<file path="src/rtl/core/pid_angle_controller_assert.svh">
// assertion macros for the pid angle controller
// no dependencies; compiled out when SYNTHESIS is defined
`ifndef PID_ANGLE_CONTROLLER_ASSERT_SVH
`define PID_ANGLE_CONTROLLER_ASSERT_SVH
`ifndef SYNTHESIS
`define PAC_ASSERT_IMPLY(label, clk, rst, ante, cons, msg) \
   label: assert property (@(posedge clk) disable iff (rst) (ante) |-> (cons)) \
      else $error(msg);
`define PAC_ASSERT_NEXT(label, clk, rst, ante, cons, msg) \
   label: assert property (@(posedge clk) disable iff (rst) (ante) |=> (cons)) \
      else $error(msg);
`else
`define PAC_ASSERT_IMPLY(label, clk, rst, ante, cons, msg)
`define PAC_ASSERT_NEXT(label, clk, rst, ante, cons, msg)
`endif
`endif

</file>
<file path="src/rtl/core/pac_pkg.sv">
// shared types, constants and width helpers for the pid angle controller
// no dependencies
package pac_pkg;

   localparam int DATA_W        = 24;
   localparam int GAIN_W        = 24;
   localparam int GAIN_FRAC     = 13;
   localparam int DRIVE_W       = 18;
   localparam int LIMIT_INT     = 500;
   localparam int WRAP_HALF_INT = 180;
   localparam int WRAP_FULL_INT = 360;
   localparam int FRAC_BITS_DEF = 8;
   localparam int ERR_W         = DATA_W + 2;
   localparam int DIF_W         = DATA_W + 1;
   localparam int CSR_INDEX_W   = 3;
   localparam int CSR_DATA_W    = (GAIN_W > DATA_W) ? GAIN_W : DATA_W;

   typedef enum logic [CSR_INDEX_W-1:0] {
      CSR_GAIN_PROP   = 3'd0,
      CSR_GAIN_INTEG  = 3'd1,
      CSR_GAIN_DERIV  = 3'd2,
      CSR_TARGET_TRIM = 3'd3,
      CSR_WRAP_ENABLE = 3'd4,
      CSR_REVERSE_DIR = 3'd5
   } csr_index_type;

   typedef struct packed {
      logic signed [DATA_W-1:0] measured;
      logic signed [DATA_W-1:0] target;
   } req_word_type;

   typedef struct packed {
      logic signed [DRIVE_W-1:0] drive;
      logic                      drive_clipped;
   } rsp_word_type;

   typedef struct packed {
      logic signed [GAIN_W-1:0] gain_prop;
      logic signed [GAIN_W-1:0] gain_integ;
      logic signed [GAIN_W-1:0] gain_deriv;
      logic signed [DATA_W-1:0] target_trim;
      logic                     wrap_enable;
      logic                     reverse_dir;
   } cfg_type;

   function automatic int max_int(input int a, input int b);
      return (a > b) ? a : b;
   endfunction

   function automatic int signed_width(input int magnitude);
      return $clog2(magnitude + 1) + 1;
   endfunction

   function automatic int acc_width(input int frac_bits);
      return max_int(DRIVE_W, signed_width(LIMIT_INT * (1 << frac_bits)));
   endfunction

endpackage

</file>
<file path="src/rtl/core/pac_output_stage.sv">
// product sum, truncation toward zero, output clamp, reversal and result register
// depends on pac_pkg
module pac_output_stage import pac_pkg::*; #(
   parameter int FRAC_BITS = FRAC_BITS_DEF,
   parameter int ACC_W     = acc_width(FRAC_BITS)
) (
   input  logic                           clock,
   input  logic                           reset,
   input  cfg_type                        cfg,
   input  logic                           in_valid,
   output logic                           in_stall,
   input  logic signed [GAIN_W+ERR_W-1:0] in_prod_p,
   input  logic signed [GAIN_W+ACC_W-1:0] in_prod_i,
   input  logic signed [GAIN_W+DIF_W-1:0] in_prod_d,
   output logic                           out_valid,
   input  logic                           out_stall,
   output rsp_word_type                   out_word
);

   localparam int SUM_W = max_int(max_int(GAIN_W + ERR_W, GAIN_W + ACC_W), GAIN_W + DIF_W) + 2;
   localparam int Q_W   = SUM_W - GAIN_FRAC;
   localparam logic signed [Q_W-1:0] LIM_Q = Q_W'(LIMIT_INT * (1 << FRAC_BITS));

   logic                    valid_ff;
   rsp_word_type            word_ff, word_in;
   logic signed [SUM_W-1:0] sum_val;
   logic signed [Q_W-1:0]   quot_floor, quot_val, clamp_val, final_val;
   logic                    round_up, clip_val;
   logic                    take;

   assign in_stall = valid_ff && out_stall;
   assign take     = in_valid && !in_stall;

   assign sum_val    = SUM_W'(in_prod_p) + SUM_W'(in_prod_i) - SUM_W'(in_prod_d);
   assign quot_floor = sum_val[SUM_W-1:GAIN_FRAC];
   assign round_up   = sum_val[SUM_W-1] & (|sum_val[GAIN_FRAC-1:0]);
   assign quot_val   = quot_floor + Q_W'(round_up);

   always_comb begin
      clamp_val = quot_val;
      clip_val  = 1'b0;
      if (quot_val > LIM_Q) begin
         clamp_val = LIM_Q;
         clip_val  = 1'b1;
      end else if (quot_val < -LIM_Q) begin
         clamp_val = -LIM_Q;
         clip_val  = 1'b1;
      end
      final_val = cfg.reverse_dir ? -clamp_val : clamp_val;
   end

   assign word_in.drive         = final_val[DRIVE_W-1:0];
   assign word_in.drive_clipped = clip_val;

   always_ff @(posedge clock) begin
      if (reset) begin
         valid_ff <= 1'b0;
      end else if (!in_stall) begin
         valid_ff <= in_valid;
      end
   end

   always_ff @(posedge clock) begin
      if (take) begin
         word_ff <= word_in;
      end
   end

   assign out_valid = valid_ff;
   assign out_word  = word_ff;

endmodule

</file>
<file path="config.mk">
export PLATFORM = sky130hd
export DESIGN_NAME = pac_output_stage
export DESIGN_NICKNAME = d
export VERILOG_FILES = /design/src/rtl/core/pid_angle_controller_assert.svh /design/src/rtl/core/pac_pkg.sv /design/src/rtl/core/pac_output_stage.sv
export SDC_FILE = /design/constraint.sdc
export NUM_CORES = 1
export LEC_CHECK = 0
export BUFFER_PORTS_ARGS = -buffer_cell sky130_fd_sc_hd__buf_2
export CAP_MARGIN = 10
export CELL_PAD_IN_SITES_DETAIL_PLACEMENT = 1
export CELL_PAD_IN_SITES_GLOBAL_PLACEMENT = 1
export CORE_AREA = 3 3 162 164
export CTS_BUF_LIST = sky130_fd_sc_hd__clkbuf_8 sky130_fd_sc_hd__clkbuf_16
export CTS_CLUSTER_SIZE = 14
export DETAILED_ROUTE_END_ITERATION = 6
export DIE_AREA = 0 0 165 167
export PLACE_DENSITY_LB_ADDON = 0.2
export SYNTH_ARGS = -nofsm -noshare
export SYNTH_HDL_FRONTEND = slang
export SYNTH_SLANG_ARGS = --single-unit
</file>
<file path="constraint.sdc">
create_clock -name clock -period 12.5 [get_ports clock]
set_clock_uncertainty 0.05 [all_clocks]
set_input_delay 2.5 -clock clock [delete_from_list [all_inputs] [get_ports clock]]
set_output_delay 2.5 -clock clock [all_outputs]
set_load 0.02 [all_outputs]
</file>
# Yosys cells after proc, flatten, opt, wreduce, memory -nomap -nowiden
# Index checks and enable logic that the tools add are counted.
[word_totals]
input_bits = 243
wordCells = 18
mem_bits_rw = 0
n_memories = 0
out_inout_bits = 21
latch_bits = 0
mem_bits_ro = 0
reg_bits = 20
[classes]
n_bitwise = 1
reduce_logical = 4
div_mod_pow = 0
eq_ne = 0
n_addsub = 4
magnitude_cmp = 2
muxes = 4
shift = 0
n_mul = 0
[op_table]
columns = ["op", "n"]
rows = [
  ["18-bit two-way mux", 3],
  ["51-bit by 49-bit subtractor with 52-bit output", 1],
  ["50-bit by 42-bit adder with 51-bit output", 1],
  ["39-bit by 1-bit adder with 39-bit output", 1],
  ["39-bit by 18-bit greater-than comparator with 1-bit output, second input constant", 1],
  ["39-bit by 18-bit < comparator with 1-bit output, second input constant", 1],
  ["18-bit negator", 1],
  ["13-bit OR reduction", 1],
  ["1-bit logical AND", 2],
  ["1-bit AND", 1],
  ["1-bit zero test", 1],
  ["1-bit two-way mux", 1],
]

# Logic depth before layout (Yosys ltp)
# Gate-level depths: netlist (run 1).
[depth]
word_depth = 10
depth_mapped = 37
depth_no_buf = 34

# Least setup slack after synthesis (run 1)
# No wires, ideal clock.
[synth_path]
path_kind = "input port to flip-flop"
start = "input in_prod_i[41]"
end = "register word_ff, in the netlist out_word[15], data pin"
setup_time_ps = 265
setup_slack_ps = 2190
path_stages = 35
arrival_time_ps = 9994
cell_sequence = "inv_1 -> fa_1 -> inv_1 -> ha_1 -> clkbuf_1 -> nand2_1 -> o21ai_0 -> a211o_1 -> a21oi_1 -> nand4bb_1 -> a31oi_1 -> o21bai_1 -> a211oi_1 -> mux2i_1 -> a41oi_1 -> ha_1 -> ha_1 -> nor4bb_1 -> and2_1 -> clkbuf_1 -> nand3_1 -> nor2_1 -> or4b_2 -> xnor2_1 -> inv_1 -> a22oi_2 -> buf_2 -> nand2b_1 -> ha_1 -> o21ai_0 -> nor3_1 -> o211ai_1 -> or3_4 -> and3b_1 -> or3_1"
[synth_between]
elab_chain_cells = 9
elab_cells_between_ends = 10
[synth_rtl]
columns = ["item", "line", "source"]
rows = [
  ["start: declaration", "pac_output_stage.sv:13", "input logic signed [GAIN_W+ACC_W-1:0] in_prod_i,"],
  ["50-bit by 42-bit adder with 51-bit output *", "pac_output_stage.sv:34", "assign sum_val = SUM_W'(in_prod_p) + SUM_W'(in_prod_i) - SUM_W'(in_prod_d);"],
  ["51-bit by 49-bit subtractor with 52-bit output *", "pac_output_stage.sv:34", ""],
  ["1-bit AND", "pac_output_stage.sv:36", "assign round_up = sum_val[SUM_W-1] & (|sum_val[GAIN_FRAC-1:0]);"],
  ["39-bit by 1-bit adder with 39-bit output *", "pac_output_stage.sv:37", "assign quot_val = quot_floor + Q_W'(round_up);"],
  ["39-bit by 18-bit < comparator with 1-bit output", "pac_output_stage.sv:45", "end else if (quot_val < -LIM_Q) begin"],
  ["18-bit two-way mux", "pac_output_stage.sv:45", ""],
  ["18-bit two-way mux *", "pac_output_stage.sv:42", "if (quot_val > LIM_Q) begin"],
  ["18-bit negator", "pac_output_stage.sv:49", "final_val = cfg.reverse_dir ? -clamp_val : clamp_val;"],
  ["18-bit two-way mux *", "pac_output_stage.sv:49", ""],
  ["via final_val[14]", "pac_output_stage.sv:27", "logic signed [Q_W-1:0] quot_floor, quot_val, clamp_val, final_val;"],
  ["end signal: assignment", "pac_output_stage.sv:65", "word_ff <= word_in;"],
  ["end: declaration", "pac_output_stage.sv:25", "rsp_word_type word_ff, word_in;"],
]
# The timed path passes the listed nets; every way through them passes the cells marked *.
# A chain may end at the register's enable or synchronous reset.

# Worst setup path after layout (run 1)
[layout_path]
start = "input in_prod_p[1]"
end = "register word_ff, in the netlist out_word[15], data pin"
[layout_between]
elab_chain_cells = 10
elab_cells_between_ends = 11
[layout_rtl]
columns = ["item", "line", "source"]
rows = [
  ["start: declaration", "pac_output_stage.sv:12", "input logic signed [GAIN_W+ERR_W-1:0] in_prod_p,"],
  ["50-bit by 42-bit adder with 51-bit output *", "pac_output_stage.sv:34", ""],
  ["51-bit by 49-bit subtractor with 52-bit output *", "pac_output_stage.sv:34", ""],
  ["13-bit OR reduction", "pac_output_stage.sv:36", ""],
  ["1-bit AND", "pac_output_stage.sv:36", ""],
  ["39-bit by 1-bit adder with 39-bit output *", "pac_output_stage.sv:37", ""],
  ["39-bit by 18-bit < comparator with 1-bit output", "pac_output_stage.sv:45", ""],
  ["18-bit two-way mux", "pac_output_stage.sv:45", ""],
  ["18-bit two-way mux *", "pac_output_stage.sv:42", ""],
  ["via clamp_val[0]", "pac_output_stage.sv:27", ""],
  ["18-bit negator *", "pac_output_stage.sv:49", ""],
  ["18-bit two-way mux *", "pac_output_stage.sv:49", ""],
  ["via final_val[14]", "pac_output_stage.sv:27", ""],
]
# Marked as above.

==> results of run 1 <==
==> state kept, by name (all words and copies together) (netlist names) <==
signal / cells
out_valid: 1
out_word: 19
==> kinds of logic after synthesis <==
family | Yosys count
compound gates | 333
fa+ha+maj | 106
buf+inv | 258
simple gates | 442
flops | 20
xor+xnor | 70
mux | 8
==> per-layer routing <==
metal | track usage (%) | routed length (um)
met2 | 32.2 | 12700
met1 | 29.7 | 14000
met4 | 3.43 | 413
met5 | 0 | 0
met3 | 0.746 | 861
==> cell type report <==
class | instances | area, um^2 | area share, %
multi-input cells | 959 | 7090 | 71.8
repair buffers | 177 | 913 | 9.24
inverters | 204 | 766 | 7.75
flip-flops and latches | 20 | 591 | 5.98
well taps | 330 | 413 | 4.18
clock buffers | 3 | 75.1 | 0.760
clock inverters | 1 | 30.0 | 0.304
==> through the flow <==
step | total power [mW] | hold WS, ps | instance area, um^2 | instances
after floorplan | 0.814 | 736 | 8680 | 1237
after global placement | 1.06 | 569 | 9770 | 1690
after detailed placement | 1.07 | 589 | 9770 | 1690
after CTS | 1.17 | 612 | 9880 | 1694
after global routing | 1.29 | 651 | 9880 | 1694
final | 1.17 | 607 | 9880 | 1694
==> timing repair <==
item                       in CTS  in global routing
resized for setup               0                  1
setup endpoints to repair       0                  1
hold endpoints to repair        0                  0
==> how the worst max path moves through the flow <==
stage	from	depth (start not counted)	to
after floorplan	in_prod_i[41]	35	out_word[15]
after global placement	in_prod_p[1]	34	out_word[15]
after detailed placement	in_prod_p[1]	34	out_word[15]
after CTS	in_prod_p[1]	34	out_word[15]
after global routing	in_prod_p[1]	33	out_word[15]
final	in_prod_p[1]	34	out_word[15]
==> power by group through the flow <==
stage | Sequential (mW) | Clock [mW] | Combinational, mW
2_1_floorplan | 0.0943 | 0 | 0.719
3_3_place_gp | 0.0849 | 0 | 0.973
3_5_place_dp | 0.0851 | 0 | 0.990
4_1_cts | 0.0838 | 0.0865 | 0.995
5_1_grt | 0.0842 | 0.0903 | 1.12
6_report | 0.0837 | 0.0851 | 1.00
==> cells in the final DEF (no fill, tap or decap), drive strengths merged, types with 41 or more instances in the layout <==
cell / netlist / layout
inv: 203 / 203
buf: 22 / 177
nand2: 99 / 99
nor2: 89 / 89
a21oi: 79 / 79
o21ai: 69 / 69
ha: 56 / 56
fa: 50 / 50
xnor2: 45 / 45
nand4: 41 / 41
==> worst max-delay path, delay by kind of cell <==
family	cells	cell delay, ps
compound gates	11	2610
xor+xnor	1	220
fa+ha+maj	4	1390
buf+inv	4	240
mux	1	270
simple gates	13	4160
==> results.py, run 1 <==
metrics = {
    "global_route": {
        "grt_pass1_vias": 9304,
        "grt_pass1_wl_mm": 46.3,
        "gr-total-overflow": 0,
        "antenna_found_initial": 0,
        "grt_max_degree": 20,
        "grt_usage_pct": 19.9,
    },
    "min_path": {
        "whs_endpoint": "out_valid",
        "hp-class": "flip-flop to flip-flop",
        "hold_start": "out_valid",
        "hold_depth": 3,
    },
    "final_layout": {
        "syn2layout_area_growth_pct": 13.9,
        "n_antenna_cell": 0,
        "nets": 1714,
        "nFillCells": 3268,
        "postLayoutCoreUtil_pct": 39.5,
        "drive_gt1_share_pct": 16.9,
    },
    "detailed_routing": {
        "post-route-drc-count": 0,
        "vias": 9318,
        "viasPerCell": 5.50,
        "dr.pass1.iters": 5,
        "routedWlPerCell_um": 16.5,
        "drt-total-wl_mm": 28.0,
        "dr.first_iter.drc_count": 496,
        "ant_nets": 0,
    },
    "synth": {
        "synth_seq_cells": 20,
        "yosys-top-cells-area": "fa_1, inv_1, ha_1",
        "ys.flop_type": "edfxtp_1",
        "yosys_warnings": 0,
        "syn_inst": 1237,
        "synth_edf_count": 19,
        "yosysTopAreaCell": "fa_1",
        "synth.area.mux_share_pct": 0.952,
        "synth-async-reset-ratio_pct": 0,
        "yosys-top-cells-count": "inv_1, nand2_1, nor2_1",
        "synthAdderAreaFrac_pct": 19.6,
        "synth_top_family_by_area": "simple AND/OR/NAND/NOR gates",
        "avgSynthCellArea_um2": 7.01,
        "synth_compound_gate_area_share_pct": 26.6,
        "synthXorXnorAreaFrac_pct": 7.07,
        "syn_nets": 1586,
        "synthSimpleGateAreaFrac_pct": 27.4,
        "ys_seq_area_share_pct": 6.81,
        "synth_most_common_cell": "inv_1",
        "yosysTopAreaCellShare_pct": 11.5,
        "synth.distinct_cells": 100,
        "synthesis.area_um2": 8680,
    },
    "floorplan": {
        "rows": 58,
        "die_w_um": 165,
        "fp.dieArea_um2": 27600,
        "start_util_pct": 34.7,
        "ios": 264,
        "fp.coreArea_um2": 25000,
        "die_h_um": 167,
    },
    "sta": {
        "setup_viol": 0,
        "tns_ps": 0,
        "fmax_mhz": 87.2,
        "hold_viol": 0,
        "rsz0062_at_grt": "no",
        "setup_slack_ps": 1030,
        "worstMarginPinSlew_ps": 1110,
        "period_share_pct": 91.7,
        "max_slew_margin_pct": 26.1,
        "finalCriticalPeriod_ps": 11470,
        "drv_slew": 0,
    },
    "critical_path": {
        "crit_required_ps": 12450,
        "regToRegSetupSlack_ps": 10940,
        "crit_path_top_delay_cell": "fa_1",
        "start_kind": "input pin",
        "critical_path_arrival_ps": 11410,
        "worstReg2RegEnd": "out_word[1]",
        "max_stage_delay_ps": 590,
        "end_kind": "flip-flop",
        "criticalPathCategory": "input pin to flip-flop",
        "r2r-start": "out_valid",
        "r2r_cells": 2,
        "cp_max_fo": 7,
    },
    "clock_network": {
        "htree_levels": 1,
        "clock_sinks": 20,
        "ctsHoldBuffers": 0,
        "cts_max_path_buffers": 2,
        "cts_made_buffers": 3,
        "cts_tree": "yes",
        "cts_setup_buffers": 0,
        "root_buffer": "clkbuf_16",
        "clock_latency_ps": 250,
        "clk_pin_slew_ps": 50,
    },
    "placement": {
        "dpl_worst_slack_ps": 501,
        "gp_congestion": 0.886,
        "dp_hpwl_mm": 24.5,
        "portBuffers": 166,
    },
    "status": {
        "status": "finished clean",
    },
    "power": {
        "p_leak_nw": 4.54,
        "power.share.sequential_pct": 7.1,
        "intPower_mw": 0.503,
        "combPwrFrac_pct": 85.6,
        "switching_power_mw": 0.670,
        "peakVddDrop_uv": 79.5,
        "p_per_area_nw_per_um2": 119,
        "p_clk_share_pct": 7.3,
        "p_sw_share_pct": 57.1,
    },
    "flow_run": {
        "drv_cap": 0,
    },
}
Note: power is estimated with default switching activity, not from simulation.
==> inputs of run 2 (changes only) <==
clock period = 14.6 ns   (was 12.5 ns; I/O delays follow)
==> results.py, run 2 (synthesized netlist as in run 1, its figures left out) <==
metrics = {
    "status": {
        "status": "finished clean",
    },
    "clock_network": {
        "root_buffer": "clkbuf_16",
        "cts_tree": "yes",
        "cts_made_buffers": 3,
        "cts_resized": 0,
        "clk_pin_slew_ps": 50,
        "cts_max_path_buffers": 2,
        "clock_sinks": 20,
        "htree_levels": 1,
        "clock_latency_ps": 250,
        "ctsHoldBuffers": 0,
        "cts_setup_buffers": 0,
    },
    "detailed_routing": {
        "viasPerCell": 5.51,
        "vias": 9287,
        "dr.pass1.iters": 4,
        "dr.first_iter.drc_count": 446,
        "routedWlPerCell_um": 16.7,
        "post-route-drc-count": 0,
        "ant_nets": 0,
        "drt-total-wl_mm": 28.1,
    },
    "critical_path": {
        "worstReg2RegEnd": "out_word[9]",
        "crit_required_ps": 14540,
        "end_kind": "flip-flop",
        "regToRegSetupSlack_ps": 13030,
        "r2r_cells": 2,
        "crit_path_top_delay_cell": "nor3_1",
        "critPathMostFrequentCell": "ha_1",
        "r2r-start": "out_valid",
        "criticalPathCategory": "input pin to flip-flop",
        "crit_end": "out_word[15]",
        "cp-startpoint": "in_prod_i[41]",
        "start_kind": "input pin",
        "critical_path_arrival_ps": 12350,
        "max_stage_delay_ps": 820,
        "cp_max_fo": 20,
    },
    "sta": {
        "hold_viol": 0,
        "setup_viol": 0,
        "period_share_pct": 84.9,
        "worstMarginPinSlew_ps": 1130,
        "rsz0062_at_grt": "no",
        "tns_ps": 0,
        "max_slew_margin_pct": 24.3,
        "drv_slew": 0,
        "fmax_mhz": 80.6,
        "finalCriticalPeriod_ps": 12400,
    },
    "final_layout": {
        "final_cell_area_um2": 9820,
        "final_common_cell": "inv_1",
        "drive_gt1_share_pct": 16.4,
        "largest_reg_flops": 19,
        "final_cell_mix": "inv_1, buf_2, nand2_1",
        "n_antenna_cell": 0,
        "nets": 1706,
        "syn2layout_area_growth_pct": 13.1,
    },
    "global_route": {
        "antenna_found_initial": 0,
        "grt_pass1_vias": 9357,
        "grt_pass1_wl_mm": 46.6,
        "grt_max_degree": 21,
        "grt_usage_pct": 20.1,
        "gr-total-overflow": 0,
    },
    "placement": {
        "gp_congestion": 0.887,
        "portBuffers": 166,
        "dp_hpwl_mm": 24.5,
        "dpl_cell_area_um2": 9710,
    },
    "min_path": {
        "hold_start": "out_valid",
        "hp-class": "flip-flop to flip-flop",
    },
    "floorplan": {
        "fp.coreArea_um2": 25000,
        "rows": 58,
        "fp.dieArea_um2": 27600,
        "start_util_pct": 34.7,
        "ios": 264,
        "die_w_um": 165,
        "die_h_um": 167,
    },
    "power": {
        "p_leak_nw": 4.50,
        "peakVddDrop_uv": 73.5,
        "p_per_area_nw_per_um2": 102,
    },
    "flow_run": {
        "drv_cap": 0,
    },
}
## run 2: worst min-delay path by stage
stage	to	slack, ps	cells after the start
after global routing	out_valid	660	3
after CTS	out_valid	590	3
after detailed placement	out_valid	590	3
after global placement	out_valid	570	3
final	out_valid	590	3
after floorplan	out_valid	740	3
## run 2: worst max-delay path: cells and delay by family
kind	cells	cell delay, ps
and+or+nand+nor	13	3990
AOI/OAI and AO/OA	11	2440
adders and majority gates	5	1570
buffers and inverters	5	880
muxes	1	260
xor gates and xnor gates	1	260
## run 2: cell type report
class                           instances  area [um^2]
Clock buffer                            3         75.1
Clock inverter                          1         30.0
Fill cell                            3242        15200
Inverter                              204          766
Multi-Input combinational cell        959         7090
Sequential cell                        20          591
Tap cell                              330          413
Timing Repair Buffer                  169          853
## run 2: layer usage
metal  vias up  global-route usage (%)  share of wire (%)
li1       4641                       -                  -
met1      4445                    29.5                 49
met2       180                    33.4                 46
met3        21                   0.622                3.0
met4         0                    2.77                1.1
met5         -                       0                  0
## run 2: power breakdown
group	switching (mW)	total (mW)	internal [mW]
logic	0.555	0.857	0.302
registers	0.00102	0.0717	0.0707
clock network	0.0183	0.0726	0.0543
total	0.574	1.00	0.427
## run 2: through the flow
step / power, mW / util, % / std cells / setup slack, ps / hold slack [ps]
detailed placement: 0.918 / 38.8 / 1682 / 1860 / 587
global placement: 0.901 / 38.8 / 1682 / 2070 / 573
global route: 1.11 / 39.2 / 1686 / 1210 / 658
floorplan: 0.697 / - / 1237 / 3870 / 736
CTS: 0.995 / 39.2 / 1686 / 2100 / 595
finish: 1.00 / 39.2 / 1686 / 2200 / 588
==> inputs of run 3 (changes only) <==
CORE_AREA = 3 3 164 166   (was 3 3 162 164)
DIE_AREA = 0 0 167 169   (was 0 0 165 167)
clock period = 10.15 ns   (was 14.6 ns; I/O delays follow)
==> results.py, run 3 (synthesized netlist as in run 1, its figures left out) <==
metrics = {
    "critical_path": {
        "crit_family": "simple AND/OR/NAND/NOR gates",
        "crit_required_ps": 10090,
        "cp_max_fo": 4,
        "path_depth": 35,
        "critical_path_arrival_ps": 9670,
        "max_stage_delay_ps": 570,
        "criticalPathCategory": "input pin to flip-flop",
        "crit_path_top_delay_cell": "or4b_4",
        "start_kind": "input pin",
        "path_buf_inv": 5,
        "end_kind": "flip-flop",
        "r2r_cells": 2,
    },
    "floorplan": {
        "fp.dieArea_um2": 28200,
        "start_util_pct": 33.7,
        "die_w_um": 167,
        "die_h_um": 169,
        "fp.coreArea_um2": 25800,
        "ios": 264,
        "rows": 59,
    },
    "detailed_routing": {
        "drt-total-wl_mm": 30.3,
        "viasPerCell": 5.38,
        "ant_nets": 0,
        "post-route-drc-count": 0,
        "dr.first_iter.drc_count": 491,
        "vias": 10000,
        "dr.pass1.iters": 5,
        "routedWlPerCell_um": 16.2,
    },
    "flow_run": {
        "drv_cap": 0,
    },
    "final_layout": {
        "drive_gt1_share_pct": 27.1,
        "seqCellArea_um2": 591,
        "final_cell_mix": "inv_1, buf_4, buf_2",
        "nFillCells": 3379,
        "fin_cells": 1866,
        "final_cell_area_um2": 11300,
        "multiInputGateArea_um2": 7230,
        "nets": 1881,
        "syn2layout_area_growth_pct": 29.9,
        "n_antenna_cell": 0,
        "postLayoutCoreUtil_pct": 43.8,
        "final_common_cell": "inv_1",
        "largest_reg_flops": 19,
    },
    "clock_network": {
        "ctsHoldBuffers": 0,
        "root_buffer": "clkbuf_16",
        "cts_tree": "yes",
        "htree_levels": 1,
        "clock_latency_ps": 250,
        "clock_sinks": 20,
        "clk_pin_slew_ps": 50,
        "cts_max_path_buffers": 2,
        "cts_made_buffers": 3,
    },
    "sta": {
        "whs_ps": 594,
        "tns_ps": 0,
        "worstMarginPinSlew_ps": 1080,
        "period_share_pct": 95.9,
        "drv_slew": 0,
        "fmax_mhz": 103,
        "hold_viol": 0,
        "setup_slack_ps": 418,
        "finalCriticalPeriod_ps": 9730,
        "setup_viol": 0,
        "max_slew_margin_pct": 26.4,
    },
    "global_route": {
        "grt_pass1_wl_mm": 49.7,
        "grt_usage_pct": 20.5,
        "grt_max_degree": 20,
        "antenna_found_initial": 0,
        "gr-total-overflow": 0,
        "grt_pass1_vias": 10200,
    },
    "power": {
        "p_sw_share_pct": 53.1,
        "p_clk_share_pct": 6.3,
        "intPower_mw": 0.788,
        "combPwrFrac_pct": 87.5,
        "total_power_mw": 1.68,
        "power.share.sequential_pct": 6.2,
        "peakVddDrop_uv": 107,
        "p_per_area_nw_per_um2": 149,
        "switching_power_mw": 0.891,
        "p_leak_nw": 5.37,
    },
    "placement": {
        "dp_hpwl_mm": 26.8,
        "portBuffers": 166,
        "gp_congestion": 0.910,
        "dpl_cell_area_um2": 11000,
        "dp.cells": 1861,
        "dpl_worst_slack_ps": -281,
    },
    "status": {
        "status": "finished clean",
    },
    "min_path": {
        "hold_depth": 3,
        "hp-class": "flip-flop to flip-flop",
    },
}
-- run 3: worst paths after layout --
kind | start | endpoint | slack (ps)
worst max register to register | out_valid | out_word[13] | 8540
worst max-delay path | in_prod_p[1] | out_word[15] | 420
worst min register to register | out_valid | out_valid | 590
worst min-delay path | out_valid | out_valid | 590
-- run 3: power by group through the flow --
| stage | Combinational, mW | Sequential (mW) | Clock [mW] |
|---|---|---|---|
| after CTS | 1.44 | 0.104 | 0.108 |
| after floorplan | 0.886 | 0.116 | 0 |
| after global placement | 1.39 | 0.105 | 0 |
| after global routing | 1.63 | 0.105 | 0.111 |
| after detailed placement | 1.43 | 0.105 | 0 |
| final | 1.47 | 0.104 | 0.106 |
-- run 3: final cells by class --
class                   count  share of cell area, %
multi-input cells         959                   64.1
repair buffers            344                   19.2
inverters                 204                   6.79
flip-flops and latches     20                   5.24
well taps                 335                   3.72
clock buffers               3                  0.666
clock inverters             1                  0.266
-- run 3: worst register-to-register path, cell delays in order, from the launching register on --
cell     delay (ps)
dfxtp_1         300
and2_1          170
nor2b_2         720
-- run 3: layer usage --
layer	vias to the layer above	track usage, %	routed length [um]
li1	4977	-	-
met1	4825	28.4	14300
met2	208	36.1	14500
met3	29	0.817	1030
met4	0	3.80	475
met5	-	0	0
-- run 3: timing repair --
item	CTS	global route
buffers inserted	0	1
endpoints found under the setup margin	1	7
resized for setup	1	22
pin swaps	0	4
